[src/sample_covariance_accumulator_top_assert.svh]
// ----------------------------------------------------------------------------
// Assertion macros for the sample covariance accumulator.
// ----------------------------------------------------------------------------
`ifndef SAMPLE_COVARIANCE_ACCUMULATOR_TOP_ASSERT_SVH
`define SAMPLE_COVARIANCE_ACCUMULATOR_TOP_ASSERT_SVH

// Same-cycle implication, disabled while reset is asserted.
`define SCOV_ASSERT_IMP(label, clk, rst_n, ante, cons, msg) \
    label: assert property (@(posedge clk) disable iff (!rst_n) (ante) |-> (cons)) \
        else $error(msg);

// Next-cycle implication, disabled while reset is asserted.
`define SCOV_ASSERT_NXT(label, clk, rst_n, ante, cons, msg) \
    label: assert property (@(posedge clk) disable iff (!rst_n) (ante) |=> (cons)) \
        else $error(msg);

`endif

[src/scov_pkg.sv]
`timescale 1ns / 1ps
// ----------------------------------------------------------------------------
// scov_pkg
// Shared constants, command codes and the chain token for the accumulator.
// ----------------------------------------------------------------------------
package scov_pkg;

    localparam int MAX_BINS     = 16;
    localparam int MAX_VARIANTS = 256;

    localparam int BIN_W   = (MAX_BINS > 1) ? $clog2(MAX_BINS) : 1;
    localparam int POS_W   = $clog2(MAX_BINS + 1);
    localparam int VC_W    = $clog2(MAX_VARIANTS + 1);
    localparam int CFG_W   = 5;
    localparam int VAL_W   = 24;
    localparam int DELTA_W = 25;
    localparam int PROD_W  = 2 * DELTA_W;
    localparam int SUM_W   = 58;
    localparam int CNT_W   = $clog2(SUM_W + 1);
    localparam int ADDR_W  = 3;

    typedef enum logic [1:0] {
        CMD_NOMINAL = 2'd0,
        CMD_VARIANT = 2'd1,
        CMD_READ    = 2'd2,
        CMD_CLEAR   = 2'd3
    } t_cmd;

    localparam logic REG_BINS_IN_USE = 1'b0;

    // Token handed from cell to cell. For an accumulate token p is the bin
    // position and d its delta; for a read token p is the lower matrix
    // index, hi the upper one and v carries the picked sum.
    typedef struct packed {
        logic                      vld;
        logic                      rd;
        logic [BIN_W-1:0]          p;
        logic [BIN_W-1:0]          hi;
        logic signed [DELTA_W-1:0] d;
        logic signed [SUM_W-1:0]   v;
    } t_tok;

endpackage

[src/scov_cell.sv]
`timescale 1ns / 1ps
// ----------------------------------------------------------------------------
// scov_cell
// One cell of the chain: holds one delta and one column of the upper triangle.
// ----------------------------------------------------------------------------
module scov_cell
    import scov_pkg::*;
(
    input  logic             i_clk,
    input  logic             i_rst_n,
    input  logic [BIN_W-1:0] i_pos,
    input  logic             i_clr,
    input  t_tok             i_tok,
    output t_tok             o_tok
);

    logic signed [DELTA_W-1:0] r_delta;
    logic signed [SUM_W-1:0]   r_sum [MAX_BINS];
    t_tok                      r_tok;
    t_tok                      n_tok;

    logic                      acc_en;
    logic                      own;
    logic signed [DELTA_W-1:0] weight;
    logic signed [PROD_W-1:0]  prod;
    logic signed [SUM_W:0]     sum_ext;
    logic signed [SUM_W-1:0]   sum_sat;

    // The token's own bin pairs its delta with itself.
    assign own    = (i_pos == i_tok.p);
    assign acc_en = i_tok.vld && !i_tok.rd && (i_pos <= i_tok.p);
    assign weight = own ? i_tok.d : r_delta;
    assign prod   = weight * i_tok.d;
    assign sum_ext = (SUM_W + 1)'(r_sum[i_tok.p]) + (SUM_W + 1)'(prod);

    // Saturate at the signed limits of the sum.
    always_comb begin
        if (sum_ext[SUM_W] != sum_ext[SUM_W-1]) begin
            sum_sat = sum_ext[SUM_W] ? {1'b1, {(SUM_W-1){1'b0}}} : {1'b0, {(SUM_W-1){1'b1}}};
        end else begin
            sum_sat = sum_ext[SUM_W-1:0];
        end
    end

    // A read token picks up this cell's sum when this cell is its lower index.
    always_comb begin
        n_tok = i_tok;
        if (i_tok.vld && i_tok.rd && own) begin
            n_tok.v = r_sum[i_tok.hi];
        end
    end

    // Column of sums, cleared by reset or by the clear command.
    always_ff @(posedge i_clk) begin
        if (!i_rst_n || i_clr) begin
            for (int k = 0; k < MAX_BINS; k++) begin
                r_sum[k] <= '0;
            end
        end else if (acc_en) begin
            r_sum[i_tok.p] <= sum_sat;
        end
    end

    // Delta of this bin for the current variant.
    always_ff @(posedge i_clk) begin
        if (acc_en && own) begin
            r_delta <= i_tok.d;
        end
    end

    // Forward the token to the next cell.
    always_ff @(posedge i_clk) begin
        if (!i_rst_n) begin
            r_tok.vld <= 1'b0;
        end else begin
            r_tok.vld <= n_tok.vld;
        end
        r_tok.rd <= n_tok.rd;
        r_tok.p  <= n_tok.p;
        r_tok.hi <= n_tok.hi;
        r_tok.d  <= n_tok.d;
        r_tok.v  <= n_tok.v;
    end

    assign o_tok = r_tok;

endmodule

[config.mk]
export PLATFORM = sky130hd
export DESIGN_NAME = scov_cell
export DESIGN_NICKNAME = d
export VERILOG_FILES = /design/src/sample_covariance_accumulator_top_assert.svh /design/src/scov_pkg.sv /design/src/scov_cell.sv
export SDC_FILE = /design/constraint.sdc
export NUM_CORES = 2
export LEC_CHECK = 0
export ABC_CLOCK_PERIOD_IN_PS = 13200
export BUFFER_PORTS_ARGS = -buffer_cell sky130_fd_sc_hd__buf_2
export CORE_MARGIN = 2
export CORE_UTILIZATION = 55
export CTS_BUF_LIST = sky130_fd_sc_hd__clkbuf_16
export DETAILED_ROUTE_END_ITERATION = 7
export GPL_TIMING_DRIVEN = 1
export HOLD_SLACK_MARGIN = 0.1
export PLACE_DENSITY = 0.75
export REMOVE_ABC_BUFFERS = 1
export SLEW_MARGIN = 20
export SYNTH_ARGS = -nofsm -noshare
export SYNTH_HDL_FRONTEND = slang
export SYNTH_SLANG_ARGS = --single-unit
[constraint.sdc]
create_clock -name i_clk -period 13.2 [get_ports i_clk]
set_input_delay 2.64 -clock i_clk [delete_from_list [all_inputs] [get_ports i_clk]]
set_output_delay 2.64 -clock i_clk [all_outputs]
set_load 0.01 [all_outputs]
==> impl_metrics.tcl <==
set metrics [dict create \
    outcome "finished, final reports clean" \
    mostFrequentLayoutCells "nor2_1, edfxtp_1, inv_1, fa_1, mux4_2" \
    cts_resized 0 \
    overflow 0 \
    ios 193 \
    worst-slew-pin-transition_ns 1.15 \
    fp.coreArea_um2 142000 \
    fmaxAchievable_mhz 81.5 \
    synth_edf_count 953 \
    holdCritStartpoint "r_sum[6][11]" \
    placed_area_um2 81500 \
    hold_viol 0 \
    slew_violations 0 \
    syn_area_um2 78600 \
    grt_pass1_vias 55300 \
    slowest_stage "xnor2_2" \
    worstHoldEndpoint "o_tok[11]" \
    antenna_found_initial 11 \
    critPathKind "in2reg" \
    via_per_inst 6.35 \
    clkTransAtPathRegs_ns 0.06 \
    reg2reg_slack_ns 4.02 \
    design_area_um2 85100 \
    cts_made_buffers 110 \
    port_buffers 192 \
    cp.required_ns 13.64 \
    hold_depth 3 \
    final_util 0.600 \
    setup_viol 0 \
    endpoint_kind "flop" \
    dpl.hpwl_um 150000 \
    worst-path-max-fanout 24 \
    hold_ws_ns 0.928 \
    critPathLaunchType "input pin" \
    ys_types 74 \
    post_cts_buffers 0 \
    avgSynthCellArea_um2 12.7 \
    seq_area_frac_synth 0.388 \
    vias 52200 \
    syn_inst 6210 \
    slew_headroom 0.231 \
    r2r_end "r_sum[2][19]" \
    grt_pass1_wl_um 345000 \
    initial_core_util 0.554 \
    htree_num_levels 3 \
    grt_max_degree 135 \
    routed_wl_um 229000 \
    rsz0062_at_grt "false" \
    cpMostUsedCell "fa_1" \
    grt_usage 0.320 \
    area_delta_synth_final_pct 8.29 \
    worstReg2RegStart "r_delta[24]" \
    rr_worst_depth 27 \
    drcViolationCount 0 \
    cts_sinks 1046 \
    synthArstFlopShare 0 \
    core.rowCount 138 \
    yosys_warnings 0 \
    nets 7298 \
    layout-drive-gt1-share 0.201 \
    gp_congestion 0.973 \
    cap_violations 0 \
    antenna_left 0 \
    finalCritPeriodShare 0.929 \
    yosys_most_used_dff "edfxtp_1" \
    drt_iter0_drc 6840 \
    clk_latency_ns 0.76 \
    hold_path.class "reg2reg" \
    final_common_cell "nor2_1" \
    fin_skew_ns 0.0539 \
    cts_hold_buf 0 \
    die_area_um2 146000 \
    critPathArrivalTime_ns 12.71 \
    cts_buffer_depth 3 \
    drt-wirelength-per-cell_um 27.8 \
    period_needed_ns 12.27 \
    ys_ff_latch 1046 \
    die_h_um 382 \
    cpPeakStageDelay_ns 0.93 \
    cts_root_buffer "clkbuf_16" \
    drt_pass1_iterations 6 \
    cts_tree "yes" \
    die_w_um 382 \
]
flip-flops by register name, summed over array words and instances (netlist names):
| name | flops |
|---|---|
| o_tok | 93 |
| r_delta | 25 |
| r_sum | 928 |
synth_stat cells, drive strengths merged (4+ instances only):
library cell	count	area share
a211oi	9	0.00086
a21o	35	0.0033
a21oi	113	0.015
a31oi	9	0.00080
and2	234	0.019
and3	11	0.00088
and4	5	0.00056
buf	220	0.017
clkbuf	232	0.011
dfxtp	93	0.024
edfxtp	953	0.36
fa	777	0.20
ha	192	0.031
inv	926	0.044
mux2	58	0.0083
mux4	580	0.17
nand2	509	0.024
nand2b	4	0.00032
nand3	21	0.0013
nand4	16	0.0013
nor2	989	0.048
nor3	12	0.00076
o211ai	9	0.00086
o21a	22	0.0021
o21ai	52	0.0033
o21bai	9	0.00091
o311ai	4	0.00076
o31ai	4	0.00045
or3	7	0.00056
xnor2	34	0.0038
xor2	26	0.0029
through the flow:
| step | instances | setup slack (ns) | TNS [ns] |
|---|---|---|---|
| finish | 8218 | 0.931 | 0 |
| global route | 8218 | 0.503 | 0 |
| CTS | 8216 | 1.15 | 0 |
| detailed placement | 8007 | 0.406 | 0 |
| global placement | 8007 | 0.542 | 0 |
| floorplan | 5758 | -7.88 | -6376.02 |
critical path, delay by kind of cell:
family / cells / cell delay (ns)
AO/OA/AOI/OAI: 3 / 1.13
buffers and inverters: 9 / 1.46
adder cells (fa/ha/maj): 9 / 4.39
AND/OR/NAND/NOR: 9 / 2.08
XOR/XNOR: 1 / 0.93
how the worst max path moves through the flow:
stage	from	endpoint	slack, ns
final	i_tok[90]	r_sum[2][19]	0.93
after detailed placement	i_tok[90]	r_sum[12][51]	0.41
after floorplan	i_tok[90]	r_sum[0][24]	-7.88
after CTS	i_tok[90]	r_sum[12][55]	1.15
after global routing	i_tok[90]	r_sum[12][55]	0.50
after global placement	i_tok[89]	r_sum[2][48]	0.54
layer usage:
layer | share of wire | GRT usage | vias up
met1 | 0.34 | 0.414 | 26500
li1 | - | - | 20900
met2 | 0.47 | 0.507 | 3970
met5 | 0.00032 | 0 | -
met4 | 0.058 | 0.157 | 12
met3 | 0.13 | 0.0811 | 781
logic make-up after synthesis:
group                      share of synthesized area
AOI/OAI and AO/OA                             0.0323
xor gates and xnor gates                     0.00669
adders and majority gates                      0.229
buffers and inverters                         0.0730
DFF                                            0.388
muxes                                          0.175
and+or+nand+nor                               0.0968
cell type report:
class	count	area [um^2]
Multi-Input combinational cell	3785	42700
Sequential cell	1046	30500
Fill cell	10700	56700
Antenna cell	2	5.00
Tap cell	1890	2360
Timing Repair Buffer	359	2540
Inverter	927	3480
Clock inverter	98	768
Clock buffer	111	2780
Power is left out: the tool's default activity adds up to more than one toggle a clock period on the data nets, which glitch-free logic cannot reach.
