--- src/sample_covariance_accumulator_top_assert.svh ---
// ----------------------------------------------------------------------------
// Assertion macros for the sample covariance accumulator.
// ----------------------------------------------------------------------------
`ifndef SAMPLE_COVARIANCE_ACCUMULATOR_TOP_ASSERT_SVH
`define SAMPLE_COVARIANCE_ACCUMULATOR_TOP_ASSERT_SVH

// Same-cycle implication, disabled while reset is asserted.
`define SCOV_ASSERT_IMP(label, clk, rst_n, ante, cons, msg) \
    label: assert property (@(posedge clk) disable iff (!rst_n) (ante) |-> (cons)) \
        else $error(msg);

// Next-cycle implication, disabled while reset is asserted.
`define SCOV_ASSERT_NXT(label, clk, rst_n, ante, cons, msg) \
    label: assert property (@(posedge clk) disable iff (!rst_n) (ante) |=> (cons)) \
        else $error(msg);

`endif

--- src/scov_pkg.sv ---
`timescale 1ns / 1ps
// ----------------------------------------------------------------------------
// scov_pkg
// Shared constants, command codes and the chain token for the accumulator.
// ----------------------------------------------------------------------------
package scov_pkg;

    localparam int MAX_BINS     = 16;
    localparam int MAX_VARIANTS = 256;

    localparam int BIN_W   = (MAX_BINS > 1) ? $clog2(MAX_BINS) : 1;
    localparam int POS_W   = $clog2(MAX_BINS + 1);
    localparam int VC_W    = $clog2(MAX_VARIANTS + 1);
    localparam int CFG_W   = 5;
    localparam int VAL_W   = 24;
    localparam int DELTA_W = 25;
    localparam int PROD_W  = 2 * DELTA_W;
    localparam int SUM_W   = 58;
    localparam int CNT_W   = $clog2(SUM_W + 1);
    localparam int ADDR_W  = 3;

    typedef enum logic [1:0] {
        CMD_NOMINAL = 2'd0,
        CMD_VARIANT = 2'd1,
        CMD_READ    = 2'd2,
        CMD_CLEAR   = 2'd3
    } t_cmd;

    localparam logic REG_BINS_IN_USE = 1'b0;

    // Token handed from cell to cell. For an accumulate token p is the bin
    // position and d its delta; for a read token p is the lower matrix
    // index, hi the upper one and v carries the picked sum.
    typedef struct packed {
        logic                      vld;
        logic                      rd;
        logic [BIN_W-1:0]          p;
        logic [BIN_W-1:0]          hi;
        logic signed [DELTA_W-1:0] d;
        logic signed [SUM_W-1:0]   v;
    } t_tok;

endpackage

--- src/scov_div.sv ---
`timescale 1ns / 1ps
// ----------------------------------------------------------------------------
// scov_div
// Bit-serial signed divider, one quotient bit a cycle, truncating to zero.
// ----------------------------------------------------------------------------
module scov_div
    import scov_pkg::*;
(
    input  logic                    i_clk,
    input  logic                    i_rst_n,
    input  logic                    i_start,
    input  logic signed [SUM_W-1:0] i_num,
    input  logic [VC_W-1:0]         i_den,
    output logic                    o_done,
    output logic signed [SUM_W-1:0] o_quo
);

    logic [SUM_W-1:0] r_mag;
    logic [VC_W-1:0]  r_rem;
    logic [VC_W-1:0]  r_den;
    logic             r_neg;
    logic             r_busy;
    logic [CNT_W-1:0] r_cnt;

    logic [VC_W:0]    trial;
    logic             qbit;
    logic [SUM_W-1:0] n_mag;

    // One restoring step on the magnitude. The remainder stays below the
    // divisor, so it always fits in the divisor's width.
    assign trial = {r_rem, r_mag[SUM_W-1]};
    assign qbit  = (trial >= {1'b0, r_den});
    assign n_mag = {r_mag[SUM_W-2:0], qbit};

    always_ff @(posedge i_clk) begin
        if (!i_rst_n) begin
            r_busy <= 1'b0;
            o_done <= 1'b0;
            r_cnt  <= '0;
        end else begin
            o_done <= 1'b0;
            if (i_start) begin
                r_busy <= 1'b1;
                r_cnt  <= '0;
                r_neg  <= i_num[SUM_W-1];
                r_mag  <= i_num[SUM_W-1] ? SUM_W'(-i_num) : SUM_W'(i_num);
                r_rem  <= '0;
                r_den  <= i_den;
            end else if (r_busy) begin
                r_mag <= n_mag;
                r_rem <= qbit ? VC_W'(trial - {1'b0, r_den}) : trial[VC_W-1:0];
                if (r_cnt == CNT_W'(SUM_W - 1)) begin
                    r_busy <= 1'b0;
                    o_done <= 1'b1;
                    o_quo  <= r_neg ? -$signed(n_mag) : $signed(n_mag);
                end else begin
                    r_cnt <= r_cnt + 1'b1;
                end
            end
        end
    end

endmodule

--- config.mk ---
export PLATFORM = sky130hd
export DESIGN_NAME = scov_div
export DESIGN_NICKNAME = d
export VERILOG_FILES = /design/src/sample_covariance_accumulator_top_assert.svh /design/src/scov_pkg.sv /design/src/scov_div.sv
export SDC_FILE = /design/constraint.sdc
export NUM_CORES = 1
export LEC_CHECK = 0
export BUFFER_PORTS_ARGS = -buffer_cell sky130_fd_sc_hd__buf_2
export CAP_MARGIN = 10
export CELL_PAD_IN_SITES_DETAIL_PLACEMENT = 1
export CELL_PAD_IN_SITES_GLOBAL_PLACEMENT = 1
export CORE_MARGIN = 5
export CORE_UTILIZATION = 45
export DETAILED_ROUTE_END_ITERATION = 6
export GPL_TIMING_DRIVEN = 1
export HOLD_SLACK_MARGIN = 0.1
export PLACE_DENSITY = 0.82
export SLEW_MARGIN = 30
export SYNTH_ARGS = -nofsm -noshare
export SYNTH_HDL_FRONTEND = slang
export SYNTH_SLANG_ARGS = --single-unit
--- constraint.sdc ---
create_clock -name i_clk -period 18 [get_ports i_clk]
set_input_delay 1.8 -clock i_clk [delete_from_list [all_inputs] [get_ports i_clk]]
set_output_delay 1.8 -clock i_clk [all_outputs]
set_load 0.01 [all_outputs]
==> flow_summary.yaml <==
power:
  irDropWorstVdd_uv: 60.22
  p_per_area_mw_per_mm2: 89.76
  p_leak_nw: 3.349
  power_w: 0.0008637
synthesis:
  synth_area_mm2: 0.008204
  syn-num-nets: 843
  ys_async_sr_fraction_pct: 0
  syn_inst: 759
  yosys.area.top_type: "edfxtp_1"
  synth_area_leaders: "edfxtp_1 49%, xnor2_1 7.4%, xor2_1 5.6%"
  synth_ff_type: "edfxtp_1"
  synth_cell_types: 55
  synth_top_area_share_pct: 49.41
  synth-seq-cells: 143
  syn_area_per_cell_um2: 10.81
  yosysWarnings: 0
  synth-seq-area-share_pct: 51.36
  synth_edf_count: 135
clock_tree:
  cts_tree: "done"
  clkTransAtPathRegs_ps: 60
  postCtsSetupBuffers: 0
  clock-sinks: 143
  ctsResizeCount: 0
  holdBufCountCts: 0
  root_buffer: "clkbuf_16"
  cts_buffer_depth: 2
  htreeDepth: 4
  cts_made_buffers: 17
  clock_latency_ps: 440
detailed_routing:
  first_pass_iters: 4
  ant_nets: 0
  drt_wl_total_mm: 23.13
  drt-initial-drc-count: 359
  vias: 6590
  avgViaCountPerCell: 5.889
  post_drt_wl_per_cell_um: 20.67
  route.detailed.drc: 0
finish:
  layout.nets: 960
  fillers: 2005
  multi_input_area_mm2: 0.003800
  layout-drive-gt1-share_pct: 21.60
  area_delta_synth_final_pct: 17.28
  ff_latch_area_mm2: 0.004214
critical_path:
  worstPathCellList: "ha_1, nor2b_1, o21ai_0, nand3b_1, o211ai_1, nand2_1, inv_1, ha_1, nor2b_1, and4b_1, nand3_1, or3_1, o21ai_0, xnor2_1"
  r2r_cells: 14
  r2r_start: "r_rem[1]"
  start_kind: "flip-flop"
  cp_data_arrival_time_ps: 4710
  critPathSlowestCell: "o211ai_1"
  cp_max_fo: 8
  crit_start: "r_rem[1]"
  critPathCaptureType: "flip-flop"
  slowest_delay_ps: 550
  worstSetupPathType: "flip-flop to flip-flop"
  critPathRequiredTime_ps: 18170
floorplanning:
  core-area_mm2: 0.01796
  initial_core_util_pct: 45.67
  io_pins: 129
  die_area_mm2: 0.02103
  die_y_um: 145.0
  die_w_um: 145.0
  core.rowCount: 49
placed_design:
  io_buffers: 128
  gp_congestion: 0.8409
  dpl.hpwl_mm: 16.61
  dpl_worst_slack_ps: 13150
sta:
  rsz0062_at_grt: "false"
  slew_violations: 0
  setup_viol: 0
  max_freq_mhz: 220.6
  worst_pin_slew_ps: 953.0
  fin_skew_ps: 11.49
  fin_setup_tns_ps: 0
  post-route-period-util_pct: 25.18
  period_minus_slack_ps: 4533
  whs_ps: 519.5
  hold_violations: 0
  fin_ws_ps: 13470
  relSlewSlack_pct: 35.88
hold_path:
  hold_start: "r_cnt[4]"
  min_path_type: "flip-flop to flip-flop"
  hold_depth: 2
grt:
  grt_pass1_vias: 6852
  antenna_found_initial: 1
  gr-total-overflow: 0
  grt_max_degree: 103
  grt_first_pass_wirelength_mm: 37.43
  global_route.usage.total_pct: 21.91
status:
  status: "finished clean"
job:
  maxCapViolCount: 0
## logic make-up (layout without fill, tap and decap cells)
group                      count (synthesis)  in the layout  share of synthesized area, %
AOI/OAI and AO/OA                        188            188                         15.16
adders and majority gates                 14             14                         2.227
xor gates and xnor gates                 121            121                         12.92
buffers and inverters                     53            183                         2.486
DFF                                      143            143                         51.36
other                                      0              1                             0
and+or+nand+nor                          236            236                         15.31
muxes                                      4              4                        0.5338
## critical path: cells and delay by family, from the launching register on
family | cells | cell delay (ps)
buf+inv | 1 | 170
fa+ha+maj | 2 | 580
xor+xnor | 1 | 110
flops | 1 | 410
simple gates | 7 | 1950
compound gates | 3 | 1050
## registers in the layout, indices dropped and copies added (netlist names)
register  count
r_mag        58
r_den         9
o_done        1
r_neg         1
o_quo        58
r_rem         9
r_cnt         6
r_busy        1
## cell type report
class	instances	share of cell area, %
flip-flops and latches	143	43.80
multi-input cells	563	39.49
repair buffers	135	7.295
clock buffers	20	4.538
well taps	229	2.978
clock inverters	12	1.248
inverters	16	0.6242
diodes	1	0.02601
## cell usage after synthesis (3+ instances only)
cell        n
a211oi_1    3
a21oi_1    64
and2_1      4
and3_1      3
buf_1       5
buf_2       4
clkbuf_1   28
dfxtp_1     8
edfxtp_1  135
ha_1       13
inv_1      16
mux2_2      3
nand2_1    37
nand2b_1    5
nand3_1    20
nand3b_1    3
nand4_1     6
nor2_1     78
nor2b_1     5
nor3_1     13
nor4_1      7
o21a_1      5
o21ai_0    38
o31a_1      4
o31ai_1    34
o41ai_1    26
o41ai_2     3
or2_2       8
or3_1      14
or4_1      15
or4_4       3
xnor2_1    69
xor2_1     52
## layout by cell type, fill, tap and decap left out, types with 4 or more instances in the layout
cell type | netlist | layout
o21ai_0 | 38 | 38
nor4_1 | 7 | 5
nor2b_1 | 5 | 5
or3_1 | 14 | 14
o41ai_1 | 26 | 26
nor4_2 | 2 | 4
nand4_1 | 6 | 6
nand3_1 | 20 | 20
xor2_1 | 52 | 52
nand2_1 | 37 | 37
dfxtp_1 | 8 | 8
edfxtp_1 | 135 | 135
o31ai_1 | 34 | 34
or2_2 | 8 | 8
buf_2 | 4 | 126
o31a_1 | 4 | 4
o21a_1 | 5 | 4
or4_1 | 15 | 15
nand2b_1 | 5 | 5
and2_1 | 4 | 4
ha_1 | 13 | 13
inv_1 | 16 | 16
nor2_1 | 78 | 78
clkbuf_16 | 0 | 17
buf_4 | 0 | 8
xnor2_1 | 69 | 69
a21oi_1 | 64 | 64
nor3_1 | 13 | 13
## path summary, 6_finish.rpt
check | end | slack, ps
max | o_quo[50] | 13470
min | r_cnt[4] | 520
max reg2reg | o_quo[50] | 13470
min reg2reg | r_cnt[4] | 520
## report_power, final
part | internal, W | switching, W
Clock | 0.000202 | 0.000136
Combinational | 0.0000495 | 0.0000734
Sequential | 0.000387 | 0.0000156
Total | 0.000638 | 0.000225
## routing by layer
layer	part of all wire (%)	wire length, um	vias to the layer above	GRT usage (%)
li1	-	-	3087	-
met4	2.4	549	0	8.475
met2	48	11130	171	35.06
met1	45	10370	3296	29.63
met3	4.7	1088	36	4.116
met5	0	0	-	0
## through the flow
step / instances / cell area [um2] / util [%]
floorplan: 759 / 8204 / -
global placement: 1086 / 9050 / 50.38
detailed placement: 1086 / 9052 / 50.39
CTS: 1118 / 9609 / 53.49
global route: 1119 / 9622 / 53.56
finish: 1119 / 9622 / 53.56
Note: power is estimated with default switching activity, not from simulation.
